[config.mk]
export PLATFORM = sky130hd
export DESIGN_NAME = dpfb_project
export DESIGN_NICKNAME = d
export VERILOG_FILES = /design/src/rtl/dpfb_pkg.sv /design/src/rtl/dpfb_project.sv
export SDC_FILE = /design/constraint.sdc
export NUM_CORES = 2
export LEC_CHECK = 0
export BUFFER_PORTS_ARGS = -buffer_cell sky130_fd_sc_hd__clkbuf_2
export CORE_ASPECT_RATIO = 1.5
export CORE_MARGIN = 5
export CORE_UTILIZATION = 29
export CTS_CLUSTER_SIZE = 10
export DETAILED_ROUTE_END_ITERATION = 10
export SYNTH_ARGS = -nofsm -noshare
export SYNTH_HDL_FRONTEND = slang
export SYNTH_SLANG_ARGS = --single-unit
[constraint.sdc]
create_clock -name i_clk -period 10.9 [get_ports i_clk]
set_input_delay 2.18 -clock i_clk [delete_from_list [all_inputs] [get_ports i_clk]]
set_output_delay 2.18 -clock i_clk [all_outputs]
set_load 0.05 [all_outputs]
[src/rtl/dpfb_pkg.sv]
package dpfb_pkg;

    // image size defaults
    localparam int IMAGE_WIDTH_DEF  = 640;
    localparam int IMAGE_HEIGHT_DEF = 480;

    // filter and label constants
    localparam logic [15:0] EDGE_JUMP_MM     = 16'd200;
    localparam logic [7:0]  BACKGROUND_LABEL = 8'd255;
    localparam int          INSTANCE_SHIFT   = 16;

    // fixed point of the projection
    localparam int          FRAC_SHIFT  = 28;
    localparam int          PROD_W      = 56;
    localparam logic [28:0] OUT_MAX     = 29'd8388607;
    localparam logic [28:0] OUT_NEG_MAG = 29'd8388608;

    // register reset values
    localparam logic [23:0] INV_FX_RST   = 24'd31336;
    localparam logic [23:0] INV_FY_RST   = 24'd31115;
    localparam logic [15:0] CENTER_X_RST = 16'd5122;
    localparam logic [15:0] CENTER_Y_RST = 16'd3962;
    localparam logic [15:0] DEPTH_MIN_RST = 16'd100;
    localparam logic [15:0] DEPTH_MAX_RST = 16'd8000;
    localparam logic [31:0] EXCL_LIST_RST = 32'd0;
    localparam logic [2:0]  EXCL_CNT_RST  = 3'd1;

    typedef enum logic [2:0] {
        REG_INV_FOCAL_X  = 3'd0,
        REG_INV_FOCAL_Y  = 3'd1,
        REG_CENTER_X     = 3'd2,
        REG_CENTER_Y     = 3'd3,
        REG_DEPTH_MIN    = 3'd4,
        REG_DEPTH_MAX    = 3'd5,
        REG_EXCL_LIST    = 3'd6,
        REG_EXCL_COUNT   = 3'd7
    } t_reg_idx;

    typedef struct packed {
        logic [23:0] inv_focal_x;
        logic [23:0] inv_focal_y;
        logic [15:0] center_x;
        logic [15:0] center_y;
        logic [15:0] near_mm;
        logic [15:0] far_mm;
        logic [31:0] excluded_list;
        logic [2:0]  excluded_count;
    } t_cfg;

    typedef struct packed {
        logic [11:0] col;
        logic [11:0] row;
        logic [15:0] depth_mm;
        logic [15:0] depth_up;
        logic [15:0] depth_down;
        logic [15:0] depth_left;
        logic [15:0] depth_right;
        logic [7:0]  mask_label;
        logic [15:0] instance_in;
    } t_pix;

    // load strobes of the four pipeline stages
    typedef struct packed {
        logic load1;
        logic load2;
        logic load3;
        logic load4;
    } t_pipe_ctl;

endpackage

[src/rtl/dpfb_project.sv]
module dpfb_project
    import dpfb_pkg::*;
(
    input  logic               i_clk,
    input  t_pipe_ctl          i_ctl,
    input  logic [11:0]        i_coord,
    input  logic [15:0]        i_center,
    input  logic [23:0]        i_inv,
    input  logic [15:0]        i_z,
    output logic signed [23:0] o_value
);

    // stage 1: offset from the principal point in 1/16 pixel
    logic signed [17:0] r_d;
    // stage 2: |d| * z
    logic [31:0]        r_pz;
    logic               r_neg2;
    // stage 3: * inv focal
    logic [PROD_W-1:0]  r_prod;
    logic               r_neg3;
    // stage 4: rounded and saturated
    logic signed [23:0] r_val;

    logic signed [17:0] n_d;
    logic [17:0]        d_abs;
    logic [PROD_W:0]    rnd_sum;
    logic [28:0]        rnd_int;
    logic [24:0]        neg_mag;
    logic [23:0]        n_val;

    assign n_d   = $signed({2'b00, i_coord, 4'b0000}) - $signed({2'b00, i_center});
    assign d_abs = r_d[17] ? 18'(-r_d) : 18'(r_d);

    always_comb begin
        rnd_sum = {1'b0, r_prod} + ((PROD_W+1)'(1) << (FRAC_SHIFT - 1));
        rnd_int = rnd_sum[FRAC_SHIFT +: 29];
        neg_mag = (rnd_int > OUT_NEG_MAG) ? OUT_NEG_MAG[24:0] : rnd_int[24:0];
        if (!r_neg3) begin
            n_val = (rnd_int > OUT_MAX) ? OUT_MAX[23:0] : rnd_int[23:0];
        end else begin
            n_val = 24'(25'h1000000 - neg_mag);
        end
    end

    always_ff @(posedge i_clk) begin
        if (i_ctl.load1) begin
            r_d <= n_d;
        end
        if (i_ctl.load2) begin
            r_pz   <= d_abs[15:0] * i_z;
            r_neg2 <= r_d[17];
        end
        if (i_ctl.load3) begin
            r_prod <= PROD_W'(r_pz * i_inv);
            r_neg3 <= r_neg2;
        end
        if (i_ctl.load4) begin
            r_val <= $signed(n_val);
        end
    end

    assign o_value = r_val;

endmodule

* After elaboration in Yosys (flattened, before gate mapping) *
Cells that the tools add are included.

storage, ports and cells
  register bits after elaboration = 131
  bits of input ports = 73
  output and inout bits = 24
  logic and storage cells = 18

operators by class
  add/sub/neg operators = 4
  multiply operators = 2
  order comparisons = 2
  muxes and demuxes = 4

operator list
  cell                                                              count
  2-to-1 mux 24 bit                                                 3
  adder 56 x 28 -> 57 bit (second input constant)                   1
  multiplier 32 x 24 -> 56 bit                                      1
  multiplier 16 x 16 -> 32 bit                                      1
  greater-than comparator 29 x 23 -> 1 bit (second input constant)  1
  greater-than comparator 29 x 24 -> 1 bit (second input constant)  1
  subtractor 1 x 24 -> 24 bit (first input constant)                1
  subtractor 16 x 16 -> 17 bit                                      1
  2-to-1 mux 16 bit                                                 1
  negator 16 bit                                                    1

* Depth between registers and ports, before layout *
  depth in word-level cells = 5
  mapped depth = 28
  mapped depth without buffers = 27

* Least setup slack after synthesis *
Ideal clock, no wire load.

  path type = input to register
  start = input port i_inv[3]
  end = register r_prod[54] (data pin)
  setup time = 0.266 ns
  data arrival time = 8.333 ns
  required time = 10.634 ns
  path slack = 2.302 ns
  stages = 24
  path buffers = 1
  path through = clkbuf_1 -> nand2_1 -> fa_1 -> inv_1 -> fa_1 -> inv_1 -> fa_1 -> fa_1 -> inv_1 -> fa_1 -> fa_1 -> inv_1 -> fa_1 -> inv_1 -> ha_1 -> nand4_1 -> nor4_1 -> nand3_1 -> a21oi_1 -> o21ai_0 -> o21ai_1 -> a32oi_1 -> a21boi_0 -> xor2_1

on the way
  cells in the longest elaborated chain, start to end = 1

ends and longest elaborated chain
  element                       RTL line            RTL
  start: declaration            dpfb_project.sv:8   input logic [23:0] i_inv,
  multiplier 32 x 24 -> 56 bit  dpfb_project.sv:54  r_prod <= PROD_W'(r_pz * i_inv);
  end signal: assignment        dpfb_project.sv:54
  end: declaration              dpfb_project.sv:19  logic [PROD_W-1:0] r_prod;

Every way passes these cells.
A chain may end at the register's enable or synchronous reset.

* Worst setup path in the final report *
Ends and elaborated chain as after synthesis.

==> results.py <==
metrics = {
    "outcome": {
        "status": "finished, final reports clean",
    },
    "clock_tree": {
        "path_clk_slew_ps": 100,
        "cts_made_buffers": 9,
        "cts_root_buffer": "clkbuf_16",
        "clkSinkCount": 104,
        "cts-htree-levels": 3,
        "cts_tree": "done",
        "clk-insertion-delay-late_ps": 410,
        "cts_resized": 0,
        "ctsHoldBuffers": 0,
        "clockBufferDepth": 2,
        "post_cts_buffers": 0,
    },
    "final_layout": {
        "fin_nets": 5325,
        "multi_input_area_mm2": 0.03043,
        "area_growth_pct": 6.912,
        "final_core_util_pct": 31.20,
        "final.fill_count": 13550,
        "seqCellArea_mm2": 0.003123,
        "layout-drive-gt1-share_pct": 4.649,
    },
    "drt": {
        "wl_met2_um": 54360,
        "m1WireLength_um": 40790,
        "vias": 27650,
        "drc": 0,
        "wl_um": 104400,
        "drtPass1Iterations": 7,
        "wl_met3_um": 5498,
        "top_layer": "met5",
        "antenna_left": 0,
        "wl_per_cell_um": 17.91,
        "viasPerCell": 4.742,
        "drt-initial-drc-count": 1538,
    },
    "critical_path": {
        "crit_arrival_ps": 9650,
        "setup.worst_path.class": "in2reg",
        "max_stage_delay_ps": 750,
        "end_kind": "register",
        "worst_path_max_delay_cell": "clkbuf_2",
        "worst_path_most_repeated_cell": "fa_1",
        "crit_fanout": 32,
        "crit_chain": "clkbuf_2 > nand2_1 > fa_1 > inv_1 > fa_1 > inv_1 > fa_1 > fa_1 > inv_1 > fa_1 > fa_1 > inv_1 > fa_1 > inv_1 > ha_1 > a211o_1 > o221ai_1 > nand4b_1 > o21ai_0 > o21ai_1 > buf_4 > a32oi_1 > a21boi_0 > xor2_1",
        "required_ps": 11060,
        "startpoint_type": "primary input",
    },
    "synth": {
        "ys_top_cells_by_area": "fa_1 (45%), ha_1 (9.8%), inv_1 (9.5%)",
        "syn_area_mm2": 0.03792,
        "synth-seq-cells": 104,
        "yosysUniqueCellTypes": 79,
        "ys_seq_area_share_pct": 8.235,
        "syn_nets": 5357,
        "synth_top_area_cell": "fa_1",
        "syn-mean-instance-area_um2": 9.171,
        "async_flop_share_pct": 0,
        "yosys.area.top_type_share_pct": 44.93,
        "dominantRegCellSynth": "edfxtp_1",
        "ys_warn_count": 0,
        "postSynthCellCount": 4135,
        "synth-edff-count": 104,
    },
    "timing": {
        "slew_viol_final": 0,
        "slew_headroom_pct": 23.90,
        "fin_tns_setup_ps": 0,
        "fmaxAchievable_mhz": 105.3,
        "finClkSkew_ps": 26.81,
        "post-route-period-util_pct": 87.11,
        "worst_pin_slew_ps": 1142,
        "min_period_ps": 9495,
        "rsz0062_at_grt": "no",
        "hold_viol_final": 0,
        "setup_viol": 0,
    },
    "global_route": {
        "grt_remaining_overflow": 0,
        "grt_pass1_vias": 30210,
        "grt_max_degree": 35,
        "grt_usage_pct": 15.26,
        "grt_pass1_wl_um": 167700,
        "antenna_found_initial": 11,
    },
    "placement": {
        "gp_congestion": 0.8661,
        "post-dp-hpwl_um": 79330,
        "io_buffers": 96,
    },
    "worst_hold_path": {
        "holdCritPathClass": "reg2reg",
    },
    "die": {
        "die_h_um": 452.9,
        "ios": 97,
        "die-area_mm2": 0.1382,
        "die_x_um": 305.3,
        "core_mm2": 0.1299,
        "rows": 162,
        "initial_core_util_pct": 29.19,
    },
    "run": {
        "drv_cap": 0,
    },
}
-- worst paths after layout --
path | from | endpoint | slack [ps] | depth (start not counted)
setup / recovery | i_inv[3] | r_prod[54] | 1400 | 24
hold / removal | r_neg2 | r_neg3 | 700 | 0
setup reg to reg | r_d[7] | r_pz[30] | 2570 | 26
hold reg to reg | r_neg2 | r_neg3 | 700 | 0
-- through the flow --
step	hold WS [ps]	cells	cell area, um^2	setup WS (ps)
2_1_floorplan	400.3	4135	37920	2302
3_3_place_gp	678.5	5814	40220	1019
3_5_place_dp	683.2	5814	40220	896.0
4_1_cts	688.8	5830	40540	1335
5_1_grt	694.3	5830	40540	1189
6_report	698.5	5831	40540	1405
-- Yosys cell counts, types with 5 or more instances --
| cell | instances |
|---|---|
| inv_1 | 964 |
| fa_1 | 851 |
| nand2_1 | 571 |
| and2_1 | 516 |
| ha_1 | 298 |
| clkbuf_1 | 181 |
| edfxtp_1 | 104 |
| xnor2_1 | 77 |
| a21oi_1 | 76 |
| nor2_1 | 66 |
| o21ai_0 | 47 |
| a21o_1 | 35 |
| xor2_1 | 31 |
| nand3_1 | 29 |
| nor3_1 | 23 |
| nand4_1 | 18 |
| nor4_1 | 18 |
| and3_1 | 17 |
| a211oi_1 | 12 |
| o21a_1 | 11 |
| a31oi_1 | 10 |
| nand2b_1 | 9 |
| o21bai_1 | 9 |
| a21boi_0 | 8 |
| buf_2 | 7 |
| nand4b_1 | 7 |
| o31ai_1 | 7 |
| a22oi_1 | 6 |
| a31o_2 | 6 |
| mux2i_1 | 6 |
| nor2b_1 | 6 |
| o21ai_1 | 6 |
| or2_2 | 6 |
| and4_1 | 5 |
| nor3b_1 | 5 |
| o211ai_1 | 5 |
-- layout make-up --
type	instances	share of cell area (%)
Antenna cell	1	0.006172
Clock buffer	9	0.5555
Clock inverter	7	0.2315
Inverter	964	8.925
Multi-Input combinational cell	2873	75.06
Sequential cell	104	7.703
Tap cell	1722	5.314
Timing Repair Buffer	151	2.204
-- cell families (layout without fill, tap and decap cells) --
logic type	Yosys count	in the layout	synth area share [%]
other cells	0	1	0
buf+inv	1158	1131	11.52
xor+xnor	108	108	2.494
mux	6	6	0.1584
simple gates	1317	1317	17.62
fa+ha+maj	1149	1149	54.76
compound gates	293	293	5.213
flops	104	104	8.235
-- sequential cells by signal, indices dropped and copies added, names as in the netlist --
| register | flops |
|---|---|
| o_value | 24 |
| r_d | 17 |
| r_neg2 | 1 |
| r_neg3 | 1 |
| r_pz | 32 |
| r_prod | 29 |
-- placed cells by master (no fill, tap or decap), types with 66 or more instances in the layout --
| master | count |
|---|---|
| nor2_1 | 66 |
| a21oi_1 | 76 |
| inv_1 | 964 |
| xnor2_1 | 77 |
| clkbuf_2 | 96 |
| nand2_1 | 571 |
| edfxtp_1 | 104 |
| ha_1 | 298 |
| and2_1 | 516 |
| fa_1 | 851 |
-- critical path, delay by kind of cell --
| kind | cells | cell delay [ps] |
|---|---|---|
| simple gates | 2 | 360 |
| buf+inv | 7 | 1190 |
| fa+ha+maj | 8 | 3890 |
| xor+xnor | 1 | 170 |
| compound gates | 6 | 1810 |
-- per-layer routing --
metal	up-vias	GRT usage, %
met4	6	5.017
met1	14320	18.49
li1	12270	-
met3	212	1.901
met5	-	0
met2	843	28.10
Power is left out: the tool's default activity adds up to more than one toggle a clock period on the data nets, which glitch-free logic cannot reach.
