===== config.mk =====
export PLATFORM = sky130hd
export DESIGN_NAME = dpfb_filter
export DESIGN_NICKNAME = d
export VERILOG_FILES = /design/src/rtl/dpfb_pkg.sv /design/src/rtl/dpfb_filter.sv
export SDC_FILE = /design/constraint.sdc
export NUM_CORES = 1
export LEC_CHECK = 0
export BUFFER_PORTS_ARGS = -buffer_cell sky130_fd_sc_hd__buf_2
export CAP_MARGIN = 20
export CORE_ASPECT_RATIO = 1.4
export CORE_MARGIN = 2
export CORE_UTILIZATION = 49
export DETAILED_ROUTE_END_ITERATION = 10
export PLACE_DENSITY = 0.81
export SETUP_SLACK_MARGIN = 0.2
export SLEW_MARGIN = 20
export SYNTH_ARGS = -nofsm -noshare
export SYNTH_HDL_FRONTEND = slang
export SYNTH_SLANG_ARGS = --single-unit

===== constraint.sdc =====
create_clock -name vclk -period 4.04
set_input_delay 0.606 -clock vclk [all_inputs]
set_output_delay 0.606 -clock vclk [all_outputs]
set_load 0.01 [all_outputs]

===== src/rtl/dpfb_pkg.sv =====
package dpfb_pkg;

    // image size defaults
    localparam int IMAGE_WIDTH_DEF  = 640;
    localparam int IMAGE_HEIGHT_DEF = 480;

    // filter and label constants
    localparam logic [15:0] EDGE_JUMP_MM     = 16'd200;
    localparam logic [7:0]  BACKGROUND_LABEL = 8'd255;
    localparam int          INSTANCE_SHIFT   = 16;

    // fixed point of the projection
    localparam int          FRAC_SHIFT  = 28;
    localparam int          PROD_W      = 56;
    localparam logic [28:0] OUT_MAX     = 29'd8388607;
    localparam logic [28:0] OUT_NEG_MAG = 29'd8388608;

    // register reset values
    localparam logic [23:0] INV_FX_RST   = 24'd31336;
    localparam logic [23:0] INV_FY_RST   = 24'd31115;
    localparam logic [15:0] CENTER_X_RST = 16'd5122;
    localparam logic [15:0] CENTER_Y_RST = 16'd3962;
    localparam logic [15:0] DEPTH_MIN_RST = 16'd100;
    localparam logic [15:0] DEPTH_MAX_RST = 16'd8000;
    localparam logic [31:0] EXCL_LIST_RST = 32'd0;
    localparam logic [2:0]  EXCL_CNT_RST  = 3'd1;

    typedef enum logic [2:0] {
        REG_INV_FOCAL_X  = 3'd0,
        REG_INV_FOCAL_Y  = 3'd1,
        REG_CENTER_X     = 3'd2,
        REG_CENTER_Y     = 3'd3,
        REG_DEPTH_MIN    = 3'd4,
        REG_DEPTH_MAX    = 3'd5,
        REG_EXCL_LIST    = 3'd6,
        REG_EXCL_COUNT   = 3'd7
    } t_reg_idx;

    typedef struct packed {
        logic [23:0] inv_focal_x;
        logic [23:0] inv_focal_y;
        logic [15:0] center_x;
        logic [15:0] center_y;
        logic [15:0] near_mm;
        logic [15:0] far_mm;
        logic [31:0] excluded_list;
        logic [2:0]  excluded_count;
    } t_cfg;

    typedef struct packed {
        logic [11:0] col;
        logic [11:0] row;
        logic [15:0] depth_mm;
        logic [15:0] depth_up;
        logic [15:0] depth_down;
        logic [15:0] depth_left;
        logic [15:0] depth_right;
        logic [7:0]  mask_label;
        logic [15:0] instance_in;
    } t_pix;

    // load strobes of the four pipeline stages
    typedef struct packed {
        logic load1;
        logic load2;
        logic load3;
        logic load4;
    } t_pipe_ctl;

endpackage


===== src/rtl/dpfb_filter.sv =====
module dpfb_filter
    import dpfb_pkg::*;
#(
    parameter int IMAGE_WIDTH  = IMAGE_WIDTH_DEF,
    parameter int IMAGE_HEIGHT = IMAGE_HEIGHT_DEF
) (
    input  t_pix  i_pix,
    input  t_cfg  i_cfg,
    output logic  o_keep
);

    localparam logic [12:0] W_LIM = 13'(IMAGE_WIDTH - 2);
    localparam logic [12:0] H_LIM = 13'(IMAGE_HEIGHT - 2);

    function automatic logic is_edge(input logic [15:0] z, input logic [15:0] n);
        logic [15:0] d;
        d = (z > n) ? (z - n) : (n - z);
        return (n != 16'd0) && (d > EDGE_JUMP_MM);
    endfunction

    logic       depth_bad;
    logic       excluded;
    logic       orphan;
    logic       interior;
    logic       edge_hit;

    assign depth_bad = (i_pix.depth_mm == 16'd0) || (i_pix.depth_mm <= i_cfg.near_mm)
                    || (i_pix.depth_mm >= i_cfg.far_mm);

    // count above four covers every slot
    always_comb begin
        excluded = 1'b0;
        for (int i = 0; i < 4; i++) begin
            if ((i_cfg.excluded_count > 3'(i))
                && (i_cfg.excluded_list[8*i +: 8] == i_pix.mask_label)) begin
                excluded = 1'b1;
            end
        end
    end

    assign orphan = (i_pix.mask_label != BACKGROUND_LABEL) && (i_pix.instance_in == 16'd0);

    assign interior = (i_pix.row > 12'd1) && ({1'b0, i_pix.row} < H_LIM)
                   && (i_pix.col > 12'd1) && ({1'b0, i_pix.col} < W_LIM);

    assign edge_hit = is_edge(i_pix.depth_mm, i_pix.depth_up)
                   || is_edge(i_pix.depth_mm, i_pix.depth_down)
                   || is_edge(i_pix.depth_mm, i_pix.depth_left)
                   || is_edge(i_pix.depth_mm, i_pix.depth_right);

    assign o_keep = !depth_bad && !excluded && !orphan && !(interior && edge_hit);

endmodule


* After elaboration in Yosys (flattened, before gate mapping)
Index checks and enable logic that the tools add are counted.
** Word-level totals
- RAM bits :: 0
- ROM bits :: 0
- Latch bits :: 0
- Word-level logic and storage cells :: 70
- Register bits :: 0
- Memories kept :: 0
- Output and inout port bits :: 1
- Bits of input ports :: 275
** Operators by class
- Add/subtract/negate cells :: 8
- Multipliers :: 0
- Div/mod/pow operators :: 0
- Bitwise logic cells :: 0
- Multiplexer cells :: 8
- Reductions and logical operators :: 31
- $lt $le $gt $ge :: 18
- Shift operators :: 0
- Equality and inequality tests :: 5
** Operators with widths (number)
- $sub 16x16->16 :: 8
- $gt 16x16->1 :: 4
- $gt 16x8->1 const B :: 4
- $mux 16 :: 4
- $reduce_bool 16->1 :: 4
- $eq 8x8->1 :: 4
- $logic_not 16->1 :: 2
- $gt 12x1->1 const B :: 2
- $ge 16x16->1 :: 1
- $le 16x16->1 :: 1
- $logic_and 1x1->1 :: 16
- $lt 12x10->1 const B :: 1
- $lt 12x9->1 const B :: 1
- $ne 8x8->1 const B :: 1
- $gt 3x1->1 const B :: 2
- $gt 3x2->1 const B :: 2
- $logic_or 1x1->1 :: 5
- $logic_not 1->1 :: 4
- $mux 1 :: 4

* Longest topological paths before layout
- Depth after elaboration :: 10
- Depth in mapped cells :: 16
- Mapped depth without buffers :: 14

* Worst setup path after synthesis
Ideal clock, no wire load.
- Path kind :: input to output
- From :: input port i_pix[88] in the netlist's numbering
- To :: output port o_keep
- Buffers on the path :: 1
- Data arrival time :: 3.579 ns
- Cell stages on the path :: 15
- Path slack :: -0.145 ns
- Data required time :: 3.434 ns
- Path through :: inv_1 ha_1 fa_1 nand2b_1 a21oi_1 o211ai_1 a21oi_1 buf_6 mux2_2 a221oi_2 xor2_1 nand4_1 o31ai_1 o2111ai_1 a211oi_1
** On the way
- Cells in the longest elaborated chain, start to end :: 10
** RTL lines
- start: declaration :: line dpfb_filter.sv:7 : input t_pix i_pix,
- $sub 16x16->16 / $gt 16x16->1 (equally long branches) :: line dpfb_filter.sv:17 : d = (z > n) ? (z - n) : (n - z);
- $mux 16 :: line dpfb_filter.sv:17
- $gt 16x8->1 :: line dpfb_filter.sv:18 : return (n != 16'd0) && (d > EDGE_JUMP_MM);
- $logic_and 1x1->1 :: line dpfb_filter.sv:18
- $logic_or 1x1->1 :: line dpfb_filter.sv:47 : || is_edge(i_pix.depth_mm, i_pix.depth_down)
- $logic_or 1x1->1 :: line dpfb_filter.sv:48 : || is_edge(i_pix.depth_mm, i_pix.depth_left)
- $logic_or 1x1->1 :: line dpfb_filter.sv:49 : || is_edge(i_pix.depth_mm, i_pix.depth_right);
- $logic_and 1x1->1 :: line dpfb_filter.sv:51 : assign o_keep = !depth_bad && !excluded && !orphan && !(interior && edge_hit);
- $logic_not 1->1 :: line dpfb_filter.sv:51
- $logic_and 1x1->1 * :: line dpfb_filter.sv:51
- end: declaration :: line dpfb_filter.sv:9 : output logic o_keep
Mark *: on every way between the ends. The rest lies on a longest branch, timed or not.

* Final worst setup path
Ends and elaborated chain as after synthesis.

==> impl_metrics.tcl <==
set metrics [dict create \
    grt_start_max_net_pins 12 \
    grtUsageTotal 0.364 \
    fmaxAchievable_ghz 0.209 \
    final_cells 1890 \
    yosysWarnings 0 \
    timing.slew.headroom 0.537 \
    globalRoute.totalOverflow 0 \
    timing.hold.worst.class "in -> out" \
    finalCritPeriodShare 1.18 \
    initialDrtViolationCount 893 \
    worst_hold_startpoint "i_pix[125]" \
    synth_nets 1611 \
    final.min_clock_period_ns 4.77 \
    finalHoldViolCount 0 \
    failing_checks "setup timing" \
    timing.critical_path.from_type "input pin" \
    ys_seq_area_frac 0 \
    gp_congestion 1.06 \
    fp.coreArea_um2 16200 \
    worst_pin_slew_ns 0.688 \
    cp_data_required_time_ns 3.43 \
    die_y_um 156 \
    io_pins 276 \
    n_antenna_cell 0 \
    place.detailed.instances 1883 \
    worst_hold_slack_ns 1.77 \
    initial_antenna_violation_count 0 \
    critical_path_arrival_ns 4.17 \
    synth.cell_area_um2 8130 \
    dp_hpwl_mm 29.4 \
    wire_length_of_the_first_global_routing_pass_mm 52.3 \
    hold_buffers 0 \
    grt_pass1_vias 10900 \
    rsz_0062_raised_after_global_routing "true" \
    route.final.wire_length_mm 34.2 \
    clock_buffer_count 0 \
    remaining_drc_errors 0 \
    initial_core_util 0.502 \
    synthToLayoutAreaGrowth_pct 50.8 \
    worstSetupPathType "in -> out" \
    dieArea_um2 17600 \
    powerDensity_nw_per_um2 154 \
    numPortBuffers 194 \
    drt_pass1_iterations 5 \
    fp.dieW_um 113 \
    wl_per_cell_um 18.1 \
    slew_viol_final 0 \
    n_fill_cell 1241 \
    cellLeakagePower_uw 0.00656 \
    critPathBufInv 5 \
    synth_cell_types 79 \
    sequential_cell_count_of_the_final_layout 0 \
    syn_area_per_cell_um2 6.93 \
    setup_total_negative_slack_ns -0.734 \
    post_drt_via_cell_ratio 5.85 \
    seqCellArea_um2 0 \
    finalSetupViolations 1 \
    critical_path.cell_chain "buf_4 -> clkinvlp_4 -> buf_12 -> ha_4 -> fa_2 -> nor2b_2 -> o31a_1 -> o22ai_2 -> o211a_1 -> or4_4 -> or2_0 -> o221a_2 -> o31ai_4 -> nor4_4 -> buf_4 -> o2111ai_2 -> a211oi_2 -> buf_2" \
    cp_max_fo 3 \
    timing.critical_path.from "i_pix[88]" \
    ant_nets 0 \
    status "finished with violations" \
    row_count 55 \
    layout.nets 2132 \
    critPathMostFrequentCell "buf_4" \
    endpoint_kind "output port" \
    multi_input_area_um2 7570 \
    synth_cells 1172 \
    critical_path.max_stage_delay_ns 0.48 \
    drive_gt1_frac 0.383 \
    layout_setup_ws_ns -0.734 \
    vias 11100 \
    max_capacitance_violation_count 0 \
    critical_path.top_delay_family "compound AO/OA/AOI/OAI gates" \
    crit_slowest_cell "or4_4" \
    irDropWorstVdd_uv 93.7 \
]
area by class of cell:
class	instances	share of cell area
well taps	199	0.0203
inverters	132	0.0408
multi-input cells	982	0.618
repair buffers	577	0.321
synthesized netlist by cell type (4+ instances only):
cell type / instances / share of area
a211o_1: 9 / 0.0097
a211oi_1: 13 / 0.012
a21o_1: 38 / 0.035
a21oi_1: 97 / 0.060
a31o_2: 6 / 0.0065
a31oi_1: 18 / 0.014
a32oi_1: 4 / 0.0043
and2_1: 5 / 0.0038
and3_1: 7 / 0.0054
buf_2: 19 / 0.012
buf_4: 5 / 0.0046
buf_6: 6 / 0.0083
clkbuf_1: 27 / 0.012
fa_1: 8 / 0.020
ha_1: 156 / 0.24
inv_1: 132 / 0.061
mux2_2: 10 / 0.014
mux2i_1: 18 / 0.022
nand2_1: 73 / 0.034
nand2b_1: 21 / 0.016
nand3_1: 21 / 0.013
nand3b_1: 9 / 0.0083
nand4_1: 34 / 0.026
nor2_1: 76 / 0.035
nor2b_1: 18 / 0.014
nor3_1: 18 / 0.011
nor4_1: 42 / 0.032
o2111ai_1: 6 / 0.0065
o211ai_1: 16 / 0.015
o21a_1: 13 / 0.012
o21ai_0: 68 / 0.042
o221ai_1: 4 / 0.0043
o31ai_1: 11 / 0.010
o32ai_1: 4 / 0.0043
or2_2: 5 / 0.0038
or3_1: 4 / 0.0031
or4_1: 7 / 0.0065
xnor2_1: 32 / 0.034
xor2_1: 42 / 0.045
timing repair:
action	in CTS	in global routing
pin swaps	9	11
setup endpoints to repair	1	1
buffers inserted	5	2
resized for setup	18	17
report_power, final:
group	internal (µW)	switching, µW	leakage (µW)	total [µW]
logic	928	961	0.00656	1890
clock network	0	0	0	0
registers	0	0	0	0
worst paths after layout:
kind,endpoint,slack [ns],cells past startpoint
setup / recovery,o_keep,-0.73,18
hold / removal,o_keep,1.77,4
metrics by stage:
step                      setup WS, ns   util  area, µm²  total power, µW
after floorplan                -0.0271      -       8220              974
after global placement          -0.802  0.742      12000             1740
after detailed placement        -0.811  0.742      12000             1780
after CTS                       -0.707  0.750      12100             1820
after global routing            -0.902  0.758      12300             2040
final                           -0.734  0.758      12300             1890
cells by family (layout without fill, tap and decap cells):
group / Yosys count / after routing / share of synthesized area
compound gates: 363 / 363 / 0.300
xor+xnor: 74 / 74 / 0.0798
fa+ha+maj: 164 / 164 / 0.260
buf+inv: 190 / 709 / 0.0987
mux: 28 / 28 / 0.0360
simple gates: 353 / 353 / 0.226
metal layers:
metal	track usage	wire length, µm
met1	0.416	13100
met4	0.207	2550
met3	0.0221	1820
met5	0	0
met2	0.665	16800
layout by cell type (no fill, tap or decap), types with 5 or more instances in the layout:
cell,n
o2111ai_1,5
nand3b_1,9
nor4_1,41
nand4_1,34
o21a_1,13
a21oi_2,5
xnor2_1,32
or4_1,6
nor3_1,18
nand3_1,21
buf_2,192
buf_4,375
and3_1,7
o21ai_1,5
and2_1,5
nor2b_1,17
ha_1,153
nor2_1,75
buf_12,5
a211o_1,9
a21oi_1,92
a31o_2,6
a211oi_1,10
mux2i_1,18
a211oi_2,6
o211ai_1,16
mux2_2,9
a31oi_1,17
inv_1,131
xor2_1,42
a21o_1,38
o21ai_0,66
or2_2,5
nand2_1,73
o31ai_1,7
nand2b_1,19
No activity file was read; power rests on OpenSTA's default activity.
