**src/rtl/dpfb_pkg.sv**
```systemverilog
package dpfb_pkg;

    // image size defaults
    localparam int IMAGE_WIDTH_DEF  = 640;
    localparam int IMAGE_HEIGHT_DEF = 480;

    // filter and label constants
    localparam logic [15:0] EDGE_JUMP_MM     = 16'd200;
    localparam logic [7:0]  BACKGROUND_LABEL = 8'd255;
    localparam int          INSTANCE_SHIFT   = 16;

    // fixed point of the projection
    localparam int          FRAC_SHIFT  = 28;
    localparam int          PROD_W      = 56;
    localparam logic [28:0] OUT_MAX     = 29'd8388607;
    localparam logic [28:0] OUT_NEG_MAG = 29'd8388608;

    // register reset values
    localparam logic [23:0] INV_FX_RST   = 24'd31336;
    localparam logic [23:0] INV_FY_RST   = 24'd31115;
    localparam logic [15:0] CENTER_X_RST = 16'd5122;
    localparam logic [15:0] CENTER_Y_RST = 16'd3962;
    localparam logic [15:0] DEPTH_MIN_RST = 16'd100;
    localparam logic [15:0] DEPTH_MAX_RST = 16'd8000;
    localparam logic [31:0] EXCL_LIST_RST = 32'd0;
    localparam logic [2:0]  EXCL_CNT_RST  = 3'd1;

    typedef enum logic [2:0] {
        REG_INV_FOCAL_X  = 3'd0,
        REG_INV_FOCAL_Y  = 3'd1,
        REG_CENTER_X     = 3'd2,
        REG_CENTER_Y     = 3'd3,
        REG_DEPTH_MIN    = 3'd4,
        REG_DEPTH_MAX    = 3'd5,
        REG_EXCL_LIST    = 3'd6,
        REG_EXCL_COUNT   = 3'd7
    } t_reg_idx;

    typedef struct packed {
        logic [23:0] inv_focal_x;
        logic [23:0] inv_focal_y;
        logic [15:0] center_x;
        logic [15:0] center_y;
        logic [15:0] near_mm;
        logic [15:0] far_mm;
        logic [31:0] excluded_list;
        logic [2:0]  excluded_count;
    } t_cfg;

    typedef struct packed {
        logic [11:0] col;
        logic [11:0] row;
        logic [15:0] depth_mm;
        logic [15:0] depth_up;
        logic [15:0] depth_down;
        logic [15:0] depth_left;
        logic [15:0] depth_right;
        logic [7:0]  mask_label;
        logic [15:0] instance_in;
    } t_pix;

    // load strobes of the four pipeline stages
    typedef struct packed {
        logic load1;
        logic load2;
        logic load3;
        logic load4;
    } t_pipe_ctl;

endpackage

```
**src/rtl/dpfb_ifs.sv**
```systemverilog


interface dpfb_cfg_if;
    logic        valid;
    logic        ready;
    logic [2:0]  index;
    logic [31:0] data;

    modport source (
        output valid, index, data,
        input  ready
    );
    modport sink (
        input  valid, index, data,
        output ready
    );
endinterface

```
**src/rtl/dpfb_cfg_regs.sv**
```systemverilog
module dpfb_cfg_regs
    import dpfb_pkg::*;
(
    input  logic       i_clk,
    input  logic       i_rst_n,
    dpfb_cfg_if.sink   i_cfg,
    output t_cfg       o_cfg
);

    t_cfg r_cfg;
    t_cfg n_cfg;

    assign i_cfg.ready = 1'b1;

    always_comb begin
        n_cfg = r_cfg;
        if (i_cfg.valid) begin
            unique case (t_reg_idx'(i_cfg.index))
                REG_INV_FOCAL_X: n_cfg.inv_focal_x    = i_cfg.data[23:0];
                REG_INV_FOCAL_Y: n_cfg.inv_focal_y    = i_cfg.data[23:0];
                REG_CENTER_X:    n_cfg.center_x       = i_cfg.data[15:0];
                REG_CENTER_Y:    n_cfg.center_y       = i_cfg.data[15:0];
                REG_DEPTH_MIN:   n_cfg.near_mm        = i_cfg.data[15:0];
                REG_DEPTH_MAX:   n_cfg.far_mm         = i_cfg.data[15:0];
                REG_EXCL_LIST:   n_cfg.excluded_list  = i_cfg.data;
                REG_EXCL_COUNT:  n_cfg.excluded_count = i_cfg.data[2:0];
                default:         n_cfg = r_cfg;
            endcase
        end
    end

    always_ff @(posedge i_clk) begin
        if (!i_rst_n) begin
            r_cfg.inv_focal_x    <= INV_FX_RST;
            r_cfg.inv_focal_y    <= INV_FY_RST;
            r_cfg.center_x       <= CENTER_X_RST;
            r_cfg.center_y       <= CENTER_Y_RST;
            r_cfg.near_mm        <= DEPTH_MIN_RST;
            r_cfg.far_mm         <= DEPTH_MAX_RST;
            r_cfg.excluded_list  <= EXCL_LIST_RST;
            r_cfg.excluded_count <= EXCL_CNT_RST;
        end else begin
            r_cfg <= n_cfg;
        end
    end

    assign o_cfg = r_cfg;

endmodule

```
**src/flat_wrapper.sv**
```systemverilog
// flat-port wrapper written by rule: the top's interface ports become plain ports
module dpfb_cfg_regs_flat import dpfb_pkg::*;
  (i_clk, i_rst_n, o_cfg, i_cfg_valid, i_cfg_index, i_cfg_data, i_cfg_ready);
  dpfb_cfg_if i_cfg_i ();
  input  logic i_clk;
  input  logic i_rst_n;
  output t_cfg o_cfg;
  input wire logic [$bits(i_cfg_i.valid)-1:0] i_cfg_valid;
  input wire logic [$bits(i_cfg_i.index)-1:0] i_cfg_index;
  input wire logic [$bits(i_cfg_i.data)-1:0] i_cfg_data;
  output wire logic [$bits(i_cfg_i.ready)-1:0] i_cfg_ready;
  assign i_cfg_i.valid = i_cfg_valid;
  assign i_cfg_i.index = i_cfg_index;
  assign i_cfg_i.data = i_cfg_data;
  assign i_cfg_ready = i_cfg_i.ready;
  dpfb_cfg_regs u_core (.i_clk(i_clk), .i_rst_n(i_rst_n), .i_cfg(i_cfg_i), .o_cfg(o_cfg));
endmodule
```
**config.mk**
```make
export PLATFORM = sky130hd
export DESIGN_NAME = dpfb_cfg_regs_flat
export DESIGN_NICKNAME = d
export VERILOG_FILES = /design/src/rtl/dpfb_pkg.sv /design/src/rtl/dpfb_ifs.sv /design/src/rtl/dpfb_cfg_regs.sv /design/src/flat_wrapper.sv
export SDC_FILE = /design/constraint.sdc
export NUM_CORES = 1
export LEC_CHECK = 0
export BUFFER_PORTS_ARGS = -buffer_cell sky130_fd_sc_hd__buf_2
export CORE_MARGIN = 2
export CORE_UTILIZATION = 54
export DETAILED_ROUTE_END_ITERATION = 6
export PLACE_DENSITY = 0.85
export SYNTH_ARGS = -nofsm -noshare
export SYNTH_HDL_FRONTEND = slang
export SYNTH_SLANG_ARGS = --single-unit
```
**constraint.sdc**
```tcl
create_clock -name i_clk -period 3.8 [get_ports i_clk]
set_input_delay 0.76 -clock i_clk [delete_from_list [all_inputs] [get_ports i_clk]]
set_output_delay 0.76 -clock i_clk [all_outputs]
set_load 0.02 [all_outputs]
```
---- After elaboration in Yosys (flattened, before gate mapping) ----
Cells that the tools add are included.
operators by class
  $add $sub $neg .......................... 0
  multipliers ............................. 0
  divide/modulo/power cells ............... 0
  magnitude comparators ................... 0
  equality and inequality tests ........... 7
  shift operators ......................... 0
  muxes and demuxes ....................... 0
  bitwise logic cells ..................... 0
  reduce and logical (&&, ||, !) cells .... 9
operators with widths
  cell                  number
  $reduce_and A2 Y1     8
  $eq A3 B3 Y1 const B  4
  $eq A3 B2 Y1 const B  2
  $eq A3 B1 Y1 const B  1
  $logic_not A3 Y1      1
word-level totals
  register bits ........................... 147
  latch bits .............................. 0
  memory bits (writable) .................. 0
  ROM bits ................................ 0
  input bits .............................. 38
  output and inout bits ................... 148
  logic and storage cells ................. 24
  memories ................................ 0

---- Longest topological paths before layout ----
  depth in word-level cells ............... 2
  gate-level depth with buffers ........... 5
  mapped depth without buffers ............ 2

---- Worst setup path before layout ----
Ideal clock, no wire load.
  path type ............................... input port to flip-flop
  start point ............................. in i_cfg_index[2]
  end point ............................... reg u_core.r_cfg, in the netlist u_core.o_cfg[129]
  setup time .............................. 0.127 ns
  arrival time ............................ 1.735 ns
  data required time ...................... 3.673 ns
  setup slack ............................. 1.938 ns
  stages .................................. 5
  path buffers ............................ 3
  path through ............................ buf_6 -> or4b_4 -> buf_6 -> buf_6 -> mux2i_1
between the ends
  word-level cells in the longest chain between the ends .. 2
RTL lines
  item                         RTL line             source
  start, declared              flat_wrapper.sv:9    input wire logic [$bits(i_cfg_i.index)-1:0] i_cfg_index;
  $logic_not A3 Y1             dpfb_cfg_regs.sv:18  unique case (t_reg_idx'(i_cfg.index))
  $reduce_and A2 Y1 (no line)  n/a
  end signal, assigned         dpfb_cfg_regs.sv:43  r_cfg <= n_cfg;
  end, declared                dpfb_cfg_regs.sv:10  t_cfg r_cfg;
No other way between the ends.
A chain may end at the register's enable or synchronous reset.

==> results.txt <==
- Fraction of the cycle the final worst path needs: between 50% and 60%
- Sum of negative setup slack: 0 ps
* Required time of the worst setup path: around 4200 ps
- The core region is slightly above 10000 um^2.
* Pins Over Slew Limit: 0
- Number of port buffers: around 180
* Kind of start point of the critical path: input pin
- Entering global routing, the biggest net connects between 80 and 90 pins.
- Number of nets in the finished design: between 700 and 800
* Antenna violation net count after detailed routing: 0
- Transition time at the pin with the least slew margin: between 1000 and 1500 ps
- TritonCTS built the clock tree.
* Final RePlAce weighted congestion: 0.8015
* Starting density of the core: a little under three fifths
- Overall fraction of global-route tracks in use: around 25%
* Maximum vdd drop: between 200 and 300 uV
* Number of inserted diodes: 0
- Summing the sequential cell areas from Yosys gives between 50% and 60% of the chip area.
* Path type of the worst setup path: in2reg
- Average via count per standard cell: 5.175
* Area of the die: between 10000 and 15000 um^2
* Post-synthesis average cell area: between 10 and 15 um^2
- Cell-by-cell trace of the critical path: buf_4 > buf_12 > nor2b_1 > mux2i_1
- Largest register FFs: around 150
* Standard cell with the maximum stage delay on the critical path: buf_4
* X dimension of the die: 106.1 um
- Highest attainable clock frequency: 516.2 MHz
* Number of buffer and inverter stages on the critical path: 2
- The tool flagged a number of max-cap violations equal to 0.
* Worst R2R Setup Slack: between 3000 and 4000 ps
- Instance count of the mapped netlist: ~550
* Worst slew margin: 28.43%
* Most common cell after layout, fill and taps aside: buf_2
- Hold is met by 453.6 ps.
- Routed wire length per instance: roughly 17 um
* Cell leakage power: between 3 and 4 nW
- The synthesized netlist devotes 17.48% of its cell area to simple gates.
- Commonest non-fill, non-tap cells in the layout: 183 x buf_2, 147 x mux2i_1, 147 x dfxtp_1
- Clock latency on the worst-skew pair, taken at its later pin, is roughly 500 ps.
* Initial DRC count: 244
- For this run the aggregate overflow at the end of global routing stands at 0.
- By area, the combinational part of the netlist is dominated by multiplexers.
- P&R area growth vs syn: 26.38%
* Combined area of all synthesized cells: about 5600 um^2
- Ratio of cells with drive above 1 in the final layout: 30.93%
- Clock-pin slew reported for the worst setup and hold paths after clock tree synthesis: 60 ps
* Cell row count: 37
- Across the routed clock network, the largest skew measured is 0 ps.
- The HPWL after detailed placement is approximately 10000 um.
* Post-CTS Resized: 0
- The min-delay analysis places its worst path in the category reg2reg.
- In this run, flip-flops and latches consume a little under half of the power.
* Nets in the synthesized netlist: a little under 600
- Yosys warning count: 0
- Crit end category: register
* Die span in y: around 110 um
- Flip-flop and latch count after synthesis: 147
- Switching share of power: between 20 and 25%
* Mux share of post-synthesis cell area: a little over a quarter
- Combinational logic is responsible for 7.4% of the overall power.
- Setup violations remaining at the end of the flow were counted as 0.
* Area share of fa/ha/maj cells after synthesis: 0%
* Family with the most delay on the worst path: buffers and inverters
- Summing the areas of all compound-gate instances in the mapped netlist gives 0% of the synthesized area.
- Total number of vias: ~4.4k
- Clock tree synthesis found a total of between 100 and 150 sinks.
* Number of distinct library cells after synthesis: 16
- Buffers from clock root to sink, at most: 2
* Wire length of the first global-routing pass: ~22000 um
- Setup Fix Bufs, Post-CTS: 0
* RSZ-0062 raised after global routing: no
- Of the post-synthesis cell area, the dominant cell type holds 52.23%.
- Hold-fix buffer count after cts: 0
* Top area cells in the synthesized netlist: dfxtp_1 52%, mux2i_1 26%, nand2_1 9.3%
* Power dissipated by switching net loads: approximately 0.84 mW
- Count of final hold-check violations: 0
* Via count of the first global-routing pass: 4417
* Power density over the cells: around 480 nW/um^2
- Number of buffers added by the clock tree synthesis step: 17
- The number of antenna violations at the first check in global routing was 0.
* Delay contributed by the slowest stage of the critical path: around 550 ps
* Top Ports: approximately 190
- The H-tree was split into 4 levels.
- Status: complete, no violations
* Dominant cell type by area after synthesis: dfxtp_1
- Data arrival, critical path: 2290 ps
* Internal power: 2.580 mW
* Shortest period the worst path allows: between 1500 and 2000 ps
- In the routed design, unresolved DRC markers number 0.
* Total length of routed wires: 14170 um
- Root buffer selected by CTS: clkbuf_8
- Along the worst path, the maximum fanout reaches 82.
* First drt pass iteration count: 4
- Relative contribution of the clock network to total power: 45.9%
- After Yosys synthesis, XOR and XNOR cells account for 0% of the synthesized area.
==> path summary, 6_finish.rpt <==
path	cells past startpoint	start	end
setup reg to reg	2	u_core.o_cfg[128]	u_core.o_cfg[128]
setup / recovery	4	i_rst_n	u_core.o_cfg[47]
hold reg to reg	2	u_core.o_cfg[8]	u_core.o_cfg[8]
hold / removal	2	u_core.o_cfg[8]	u_core.o_cfg[8]
==> synthesized netlist by cell type (all sizes together) <==
library cell / n
or4b: 1
dfxtp: 147
nor4bb: 2
buf: 24
nor2b: 54
nand4bb: 3
conb: 1
nand2: 140
nand4: 1
and4b: 3
nand4b: 2
mux2i: 147
clkbuf: 20
==> worst register-to-register path, cell delays in order, from the launching register on <==
cell	delay [ps]
dfxtp_1	320
nor2b_1	170
mux2i_1	100
==> metrics by stage <==
step | power [mW] | cell area [um^2] | utilization, % | worst slack (ps) | std cells
after floorplan | 1.791 | 5634 | - | 1938 | 545
after global placement | 1.872 | 6555 | 64.07 | 1495 | 825
after detailed placement | 1.880 | 6555 | 64.07 | 1396 | 825
after CTS | 3.434 | 7121 | 69.60 | 1907 | 857
after global routing | 3.531 | 7121 | 69.60 | 1768 | 857
final | 3.416 | 7121 | 69.60 | 1863 | 857
==> area by class of cell <==
cell class	count	area (um^2)
clock buffers	19	441.7
clock inverters	13	123.9
fillers	778	3110
multi-input cells	354	2476
flip-flops and latches	147	2943
well taps	136	170.2
repair buffers	188	965.9
==> routing by layer <==
metal | wire (um) | track usage, % | vias to the layer above
li1 | - | - | 2128
met1 | 5958 | 30.21 | 2112
met2 | 6837 | 42.77 | 170
met3 | 1037 | 7.357 | 25
met4 | 339 | 10.81 | 0
met5 | 0 | 0 | -
==> cells by family after synthesis <==
family,count (synthesis)
flops,147
mux,147
simple gates,206
other cells,1
buf+inv,44
==> power by group through the flow <==
stage | Combinational (mW) | Sequential [mW] | Clock (mW)
2_1_floorplan | 0.123 | 1.67 | 0
3_3_place_gp | 0.246 | 1.63 | 0
3_5_place_dp | 0.253 | 1.63 | 0
4_1_cts | 0.254 | 1.59 | 1.59
5_1_grt | 0.272 | 1.60 | 1.66
6_report | 0.253 | 1.59 | 1.57
No activity file was read; power rests on OpenSTA's default activity.
